===== src/hdl/cmv_pkg.sv =====
// Shared types and constants of the complex matrix-vector update block.
// No dependencies; every other file refers to it by scoped names.
`timescale 1ns / 1ps
`default_nettype none
package cmv_pkg;

  localparam int IDX_W       = 6;
  localparam int VAL_W       = 16;
  localparam int DIM_W       = 7;
  localparam int OPC_W       = 2;
  localparam int CFG_IDX_W   = 2;
  localparam int IN_TDATA_W  = 48;
  localparam int OUT_TDATA_W = 40;

  localparam int PROD_W  = 32;
  localparam int TERM_W  = 33;
  localparam int ACC_W   = 40;
  localparam int SPLIT_W = 20;
  localparam int SUM_W   = 58;

  localparam int QDEPTH = 4;
  localparam int QPTR_W = 2;
  localparam int QCNT_W = 3;

  localparam logic [OPC_W-1:0] OPC_LOAD_MAT = 2'd0;
  localparam logic [OPC_W-1:0] OPC_LOAD_VEC = 2'd1;
  localparam logic [OPC_W-1:0] OPC_COMPUTE  = 2'd2;
  localparam logic [OPC_W-1:0] OPC_UNUSED   = 2'd3;

  localparam logic [CFG_IDX_W-1:0] CFG_DIMENSION = 2'd0;
  localparam logic [CFG_IDX_W-1:0] CFG_ALPHA     = 2'd1;
  localparam logic [CFG_IDX_W-1:0] CFG_BETA      = 2'd2;

  localparam logic [DIM_W-1:0]        DIMENSION_RST = 7'd64;
  localparam logic signed [VAL_W-1:0] ALPHA_RST     = 16'sd16384;
  localparam logic signed [VAL_W-1:0] BETA_RST      = 16'sd0;

  typedef enum logic [1:0] {
    KIND_MAT = 2'd0,
    KIND_VEC = 2'd1,
    KIND_CMP = 2'd2
  } item_kind_t;

  typedef struct packed {
    item_kind_t               kind;
    logic [IDX_W-1:0]         row;
    logic [IDX_W-1:0]         col;
    logic signed [VAL_W-1:0]  re;
    logic signed [VAL_W-1:0]  im;
  } item_t;

  typedef struct packed {
    logic [DIM_W-1:0]         dimension;
    logic signed [VAL_W-1:0]  alpha;
    logic signed [VAL_W-1:0]  beta;
  } cfg_t;

  typedef struct packed {
    logic push;
    logic pop;
    logic full;
    logic empty;
  } q_ctl_t;

endpackage
`default_nettype wire


===== src/hdl/cmv_queue.sv =====
// Short item queue between the front end and the execution back end.
// Depends on cmv_pkg.
`timescale 1ns / 1ps
`default_nettype none
module cmv_queue (
  input  wire logic            clk,
  input  wire logic            rst_n,
  input  wire logic            push,
  input  wire cmv_pkg::item_t  item_in,
  input  wire logic            pop,
  output cmv_pkg::item_t       item_out,
  output cmv_pkg::q_ctl_t      ctl
);

  cmv_pkg::item_t                q_r [cmv_pkg::QDEPTH];
  logic [cmv_pkg::QPTR_W-1:0]    wr_ptr_r, wr_ptr_nxt;
  logic [cmv_pkg::QPTR_W-1:0]    rd_ptr_r, rd_ptr_nxt;
  logic [cmv_pkg::QCNT_W-1:0]    cnt_r, cnt_nxt;
  logic                          do_push, do_pop;

  assign ctl.full  = cnt_r == cmv_pkg::QCNT_W'(cmv_pkg::QDEPTH);
  assign ctl.empty = cnt_r == '0;
  assign ctl.push  = do_push;
  assign ctl.pop   = do_pop;
  assign do_push   = push && !ctl.full;
  assign do_pop    = pop && !ctl.empty;
  assign item_out  = q_r[rd_ptr_r];

  always_comb begin
    wr_ptr_nxt = do_push ? wr_ptr_r + 1'b1 : wr_ptr_r;
    rd_ptr_nxt = do_pop ? rd_ptr_r + 1'b1 : rd_ptr_r;
    cnt_nxt    = cnt_r + cmv_pkg::QCNT_W'(do_push) - cmv_pkg::QCNT_W'(do_pop);
  end

  always_ff @(posedge clk) begin
    if (!rst_n) begin
      wr_ptr_r <= '0;
      rd_ptr_r <= '0;
      cnt_r    <= '0;
    end else begin
      wr_ptr_r <= wr_ptr_nxt;
      rd_ptr_r <= rd_ptr_nxt;
      cnt_r    <= cnt_nxt;
    end
  end

  always_ff @(posedge clk) begin
    if (do_push) begin
      q_r[wr_ptr_r] <= item_in;
    end
  end

endmodule
`default_nettype wire


===== config.mk =====
export PLATFORM = sky130hd
export DESIGN_NAME = cmv_queue
export DESIGN_NICKNAME = d
export VERILOG_FILES = /design/src/hdl/cmv_pkg.sv /design/src/hdl/cmv_queue.sv
export SDC_FILE = /design/constraint.sdc
export NUM_CORES = 1
export LEC_CHECK = 0
export BUFFER_PORTS_ARGS = -buffer_cell sky130_fd_sc_hd__buf_2
export CORE_MARGIN = 5
export CORE_UTILIZATION = 57
export CTS_CLUSTER_SIZE = 40
export DETAILED_ROUTE_END_ITERATION = 10
export GPL_TIMING_DRIVEN = 1
export HOLD_SLACK_MARGIN = 0.12
export MAX_ROUTING_LAYER = met4
export PLACE_DENSITY = 0.76
export RECOVER_POWER = 25
export SYNTH_ARGS = -nofsm -noshare
export SYNTH_HDL_FRONTEND = slang
export SYNTH_SLANG_ARGS = --single-unit

===== constraint.sdc =====
create_clock -name clk -period 2.6 [get_ports clk]
set_input_delay 0.26 -clock clk [delete_from_list [all_inputs] [get_ports clk]]
set_output_delay 0.26 -clock clk [all_outputs]
set_load 0.03 [all_outputs]

* Word-level counts from Yosys, hierarchy flattened *
Memories as Yosys holds them, arrays and structs flattened. A register that Yosys moved wholly into a read port is not among the register bits.
Index checks and enable logic that the tools add are counted.

word-level totals
  memories = 1
  input port bits = 50
  memory bits (writable) = 184
  bits in registers = 7
  logic and storage cells = 18

memory list
  memory  depth  bits a word  rd ports  clocked after Yosys merged registers in  wr ports  RTL line         source
  q_r     4      46           1         1                                        1         cmv_queue.sv:15  cmv_pkg::item_t q_r [cmv_pkg::QDEPTH];

cells by class
  reductions and logical operators = 5
  equal/unequal tests = 1
  add/subtract/negate cells = 4
  mux-type cells = 4

operators with widths
  operator             count
  $add 2x1->2 const B  2
  $mux 2               2
  $add 3x1->3          1
  $eq 3x3->1 const B   1
  $logic_not 3->1      1
  $sub 3x1->3          1
  $logic_and 1x1->1    2
  $logic_not 1->1      2
  $mux 1               2

* Logic depth before layout (Yosys ltp) *
Gate-level depths: netlist (run 1).

  depth after elaboration = 5
  depth in mapped cells = 11

* Worst setup path before layout (run 1) *
No wires, ideal clock.

  kind = reg-to-reg
  start = register cnt_r[1] (netlist name)
  end = register cnt_r[2] (netlist name)
  slack = 0.188 ns
  library setup time = 0.115 ns
  data required time = 2.485 ns
  data arrival time = 2.297 ns
  cell stages (with the launch flop) = 10
  cell sequence = dfxtp_1 > nor3_2 > nor2b_1 > ha_1 > inv_1 > ha_1 > fa_1 > xnor2_1 > xnor2_1 > and2_1

RTL lines
  what                    RTL line         source
  from (decl)             cmv_queue.sv:18  logic [cmv_pkg::QCNT_W-1:0] cnt_r, cnt_nxt;
  from (signal assigned)  cmv_queue.sv:43  cnt_r <= cnt_nxt;

==> results.json, run 1 <==
{
  "die_area_um2": 15000,
  "ys_ff_latch": 193,
  "grt_max_degree": 47,
  "insertion_delay_ns": 0.41,
  "synth_edf_count": 184,
  "maxSlewViolCount": 0,
  "nets": 512,
  "min_path_type": "primary input to register",
  "power_density_nw_per_um2": 963,
  "rows": 41,
  "layout_commonest_cell": "edfxtp_1",
  "fillers": 812,
  "fin_crit_sh": 0.891,
  "power.leakage_nw": 3.03,
  "regToRegEndpoint": "cnt_r[2]",
  "io_buffers": 99,
  "drtIter0Drc": 257,
  "tightestPinTransition_ns": 0.399,
  "cts-hold-fix-buffers": 46,
  "grt_pass1_wl_um": 19300,
  "yosysWarnings": 0,
  "via_per_inst": 5.32,
  "r2r_cells": 9,
  "post_cts_resize_count": 0,
  "met1Wirelength_um": 5000,
  "cts-root-buf": "clkbuf_16",
  "start_util": 0.575,
  "setup_violations": 0,
  "cpMaxStageDelayCell": "mux4_1",
  "synth.distinct_cells": 24,
  "first_pass_iters": 5,
  "wl_met2_um": 6370,
  "reg2reg_slack_ns": 0.36,
  "dieWidth_um": 122,
  "r2r-start": "cnt_r[1]",
  "synth_area_per_cell_um2": 24.6,
  "min_from": "pop",
  "netlist_instances": 293,
  "cp_data_required_time_ns": 2.34,
  "worstPathCellList": "buf_4 -> mux4_1 -> buf_2",
  "placed_cell_area_um2": 7910,
  "fp.coreArea_um2": 12500,
  "final_cell_mix": "edfxtp_1, buf_2, dlygate4sd3_1",
  "irDropWorstVdd_v": 0.000580,
  "status": "complete, no violations",
  "met3_length_um": 635,
  "synth_fp_nets": 350,
  "crit_buf_inv": 2,
  "top_layer": "met4",
  "crit_path_start_kind": "register",
  "hold_viol": 0,
  "clk_path_buf_depth": 2,
  "rsz0062_at_grt": "no",
  "antenna_found_initial": 0,
  "setup.worst_path.end_class": "primary output",
  "clkTransAtPathRegs_ns": 0.06,
  "drv_cap": 0,
  "gp_congestion": 0.702,
  "syn-cell-area_um2": 7200,
  "grt_use_total": 0.183,
  "drt_drc_violations_left": 0,
  "postCtsSetupRepairBufs": 0,
  "grt_pass1_vias": 3656,
  "yosysTopAreaCellShare": 0.767,
  "crit_fanout": 17,
  "relSlewSlack": 0.734,
  "gr-total-overflow": 0,
  "die_h_um": 122,
  "areaGrowthSynthToFinish_pct": 23.8,
  "antenna_left": 0,
  "ios": 100,
  "crit_family": "multiplexers",
  "async_reset_ff_frac": 0,
  "dp_slack_ns": 0.366,
  "cts_tree": "built",
  "finClkSkew_ns": 0.00477,
  "worstSetupPathType": "register to primary output",
  "diodes": 0,
  "setup_ws_ns": 0.283,
  "yosys.area.top_type": "edfxtp_1",
  "tns_ns": 0,
  "ys_top_cells_by_area": "edfxtp_1, mux4_2, dfxtp_1",
  "clock_sinks": 193,
  "min_period_ns": 2.32,
  "cts_buffers": 17,
  "synth_top_flop_cell": "edfxtp_1",
  "yosysSeqAreaShare": 0.792,
  "ctsHtreeMaxLevel": 4,
  "dp_hpwl_um": 7230,
  "max_clock_freq_mhz": 432,
  "drive_above_1_share": 0.338,
  "post-route-cell-area_um2": 8910,
  "wl_um": 12200,
  "vias": 3405,
  "worstPathArrival_ns": 2.06,
  "max_stage_delay_ns": 0.59,
  "wl_per_cell_um": 19.0,
  "min_path_cells": 3
}
routing by layer:
layer  vias to the layer above  track usage
li1                       1547            -
met1                      1752        0.227
met2                        92        0.300
met3                        14       0.0438
met4                         0       0.0651
met5                         -            -
cell usage after synthesis (3+ instances only):
cell and n:
inv_1 6, buf_2 5, edfxtp_1 184, mux4_1 6
dfxtp_1 9, nand2_1 6, buf_12 4, o21ai_0 3
mux4_2 40, and2_1 7, ha_1 6
where the power goes:
part / internal [W] / switching [W]
Combinational: 0.000880 / 0.00132
Clock: 0.00147 / 0.000995
Sequential: 0.00377 / 0.000139
Total: 0.00612 / 0.00246
sequential cells by signal (all words and copies together) (netlist names), named ones only:
| signal | count |
|---|---|
| q_r | 184 |
| cnt_r | 3 |
| rd_ptr_r | 2 |
| wr_ptr_r | 2 |
how the worst max path moves through the flow:
stage,cells past startpoint,start,slack (ns),to
finish,3,register,0.28,item_out[45]
global route,3,register,0.15,item_out[2]
CTS,3,register,0.21,item_out[2]
detailed placement,9,cnt_r[1],0.37,cnt_r[2]
global placement,9,cnt_r[1],0.52,cnt_r[2]
floorplan,9,cnt_r[1],0.19,cnt_r[2]
cells by family (layout without fill, tap and decap cells):
kind of cell | Yosys count | in the layout | share of synthesized area
xor+xnor | 2 | 2 | 0.00243
mux | 48 | 48 | 0.150
flops | 193 | 193 | 0.792
simple gates | 19 | 19 | 0.0165
buf+inv | 20 | 195 | 0.0226
fa+ha+maj | 7 | 7 | 0.0132
compound gates | 4 | 4 | 0.00313
layout make-up:
type,instances,area (um2),share of cell area
sequential,193,5710,0.641
multi-input combinational,80,1340,0.150
timing repair buffer,157,1050,0.118
clock buffer,29,563,0.0632
tap,172,215,0.0241
inverter,6,22.5,0.00253
clock inverter,3,16.3,0.00182
tightest hold or removal path, stage by stage:
cell	delay [ns]
buf_2	0.11
nand4bb_1	0.10
o21ai_0	0.07
metrics by stage:
stage	utilization	hold WS (ns)	cells	power [W]
after CTS	0.715	0.155	640	0.00869
after global placement	0.632	0.470	562	0.00614
after floorplan	-	0.359	293	0.00563
after detailed placement	0.632	0.478	562	0.00619
final	0.712	0.175	640	0.00858
after global routing	0.712	0.181	640	0.00896
(Power assumes the default switching activity.)
==> run 2, diff against run 1 <==
--- a/config.mk
+++ b/config.mk
@@ -7,13 +7,13 @@
 export LEC_CHECK = 0
 export BUFFER_PORTS_ARGS = -buffer_cell sky130_fd_sc_hd__buf_2
 export CORE_MARGIN = 5
-export CORE_UTILIZATION = 57
+export CORE_UTILIZATION = 51
 export CTS_CLUSTER_SIZE = 40
 export DETAILED_ROUTE_END_ITERATION = 10
 export GPL_TIMING_DRIVEN = 1
-export HOLD_SLACK_MARGIN = 0.12
+export HOLD_SLACK_MARGIN = 0.06
 export MAX_ROUTING_LAYER = met4
-export PLACE_DENSITY = 0.76
+export PLACE_DENSITY = 0.72
 export RECOVER_POWER = 25
 export SYNTH_ARGS = -nofsm -noshare
 export SYNTH_HDL_FRONTEND = slang
==> constraint.sdc (replaced) <==
create_clock -name clk -period 1.9 [get_ports clk]
set_input_delay 0.19 -clock clk [delete_from_list [all_inputs] [get_ports clk]]
set_output_delay 0.19 -clock clk [all_outputs]
set_load 0.03 [all_outputs]
==> run 2 against run 1 <==
  * Sequential cell count did not move
  * The run now ends with setup timing left
  * Sequential power rose by 36%
  * Worst setup slack got worse by 0.43 ns
  * Power rose by 52%
==> results.json, run 2 (synthesized netlist as in run 1, its figures left out) <==
{
  "whs_ns": 0.0893,
  "first_pass_iters": 4,
  "grt_pass1_wl_um": 20100,
  "layout_commonest_cell": "edfxtp_1",
  "hold_viol": 0,
  "insertion_delay_ns": 0.42,
  "drtIter0Drc": 315,
  "grtUsageMet2": 0.273,
  "min_path_cells": 3,
  "maxSlewViolCount": 0,
  "hold_end": "rd_ptr_r[0]",
  "drt_drc_violations_left": 0,
  "multi_input_area_um2": 1370,
  "power_density_nw_per_um2": 1360,
  "setup_ws_ns": -0.144,
  "tightestPinTransition_ns": 0.246,
  "met3_usage": 0.0473,
  "p_total_w": 0.0130,
  "crit_path_start_kind": "register",
  "largest_reg_flops": 184,
  "met1_usage": 0.212,
  "clkTransAtPathRegs_ns": 0.07,
  "vias": 3445,
  "drv_cap": 0,
  "nets": 529,
  "drive_above_1_share": 0.412,
  "reg2reg_slack_ns": -0.14,
  "start_util": 0.519,
  "r2r-start": "cnt_r[2]",
  "grt_max_degree": 29,
  "placed_cells": 577,
  "die_h_um": 129,
  "final_util": 0.690,
  "min_period_ns": 2.04,
  "areaGrowthSynthToFinish_pct": 33.0,
  "wl_um": 12800,
  "cts_buffers": 17,
  "worstPathArrival_ns": 2.36,
  "worstSetupPathType": "register to register",
  "gp_congestion": 0.780,
  "rows": 43,
  "dp_hpwl_um": 7720,
  "clk_path_buf_depth": 2,
  "violations": "setup timing",
  "dieWidth_um": 129,
  "cp_data_required_time_ns": 2.22,
  "fp.coreArea_um2": 13900,
  "gr-total-overflow": 0,
  "diodes": 0,
  "crit_fanout": 3,
  "setup.worst_path.end_class": "register",
  "cts_tree": "built",
  "r2r_cells": 10,
  "io_buffers": 99,
  "fillers": 901,
  "antenna_left": 0,
  "power.leakage_nw": 3.25,
  "ctsHtreeMaxLevel": 4,
  "die_area_um2": 16600,
  "regToRegEndpoint": "cnt_r[2]",
  "via_per_inst": 5.18,
  "cts-root-buf": "clkbuf_16",
  "min_path_type": "primary input to register",
  "reg.largest.list": "q_r x184, cnt_r x3",
  "final_cell_mix": "edfxtp_1, buf_6, mux4_2, dlygate4sd3_1, buf_2",
  "rsz0062_at_grt": "yes",
  "wl_per_cell_um": 19.2,
  "irDropWorstVdd_v": 0.000736,
  "final_cells": 665,
  "busiest_layer": "met2",
  "fin_crit_sh": 1.08,
  "relSlewSlack": 0.835,
  "grt_use_total": 0.172,
  "grt_pass1_vias": 3683,
  "top_register": "q_r",
  "antenna_found_initial": 0,
  "clock_sinks": 193,
  "finClkSkew_ns": 0.00577,
  "ios": 100,
  "post-route-cell-area_um2": 9580,
  "seqCellArea_um2": 5710,
  "max_clock_freq_mhz": 489,
  "status": "finished with violations",
  "min_from": "pop",
  "placed_cell_area_um2": 8100,
  "setup_violations": 40
}
## run 2: changes by cell type in the layout (fill, tap and decap cells not counted), moves of 6 or more
| cell | change |
|---|---|
| buf_2 | -42 |
| mux4_2 | +6 |
| buf_12 | +9 |
| mux4_1 | -6 |
| clkbuf_1 | -8 |
| buf_6 | +49 |
## run 2: report_power, final
group	internal (W)	total, W	switching, W
logic	0.00210	0.00422	0.00213
clock network	0.00196	0.00347	0.00151
registers	0.00516	0.00531	0.000144
total	0.00922	0.0130	0.00378
## run 2: layout make-up
| cell class | instances | area share |
|---|---|---|
| Clock buffer | 18 | 0.0448 |
| Clock inverter | 14 | 0.0162 |
| Inverter | 6 | 0.00235 |
| Multi-Input combinational cell | 80 | 0.143 |
| Sequential cell | 193 | 0.597 |
| Tap cell | 180 | 0.0235 |
| Timing Repair Buffer | 174 | 0.174 |
## run 2: stage by stage
stage	TNS, ns	setup WS (ns)
after floorplan	-0.478	-0.331
after global placement	-0.146	-0.146
after detailed placement	-0.289	-0.289
after CTS	-3.96	-0.128
after global routing	-5.65	-0.182
final	-2.96	-0.144
## run 2: worst max-delay path: stages (launching register included)
cell and delay [ns]:
dfxtp_2 0.34, nor3b_4 0.16, nor2b_2 0.15, inv_2 0.06, ha_4 0.26, inv_2 0.04
ha_4 0.14, fa_2 0.35, xnor2_2 0.15, xnor2_1 0.12, and2_1 0.15
## run 2: per-layer routing
metal,part of all wire,up-vias
met5,0,-
met4,0.016,0
met3,0.053,18
met2,0.52,90
met1,0.41,1756
li1,-,1581
## run 2: repair_timing
| item | in CTS | in global routing |
|---|---|---|
| cloned | 1 | 0 |
| setup endpoints to repair | 48 | 47 |
| hold endpoints to repair | 184 | 0 |
| gates resized for setup | 116 | 5 |
| pin swaps | 1 | 0 |
| hold buffers | 46 | 0 |
| setup buffers | 8 | 1 |
## run 2: how the worst max path moves through the flow
stage	slack, ns	to	from	depth (start not counted)
detailed placement	-0.29	cnt_r[2]	cnt_r[1]	10
global route	-0.18	cnt_r[2]	cnt_r[2]	10
floorplan	-0.33	cnt_r[2]	cnt_r[0]	11
global placement	-0.15	cnt_r[2]	cnt_r[1]	10
finish	-0.14	cnt_r[2]	cnt_r[2]	10
CTS	-0.13	cnt_r[2]	cnt_r[2]	10
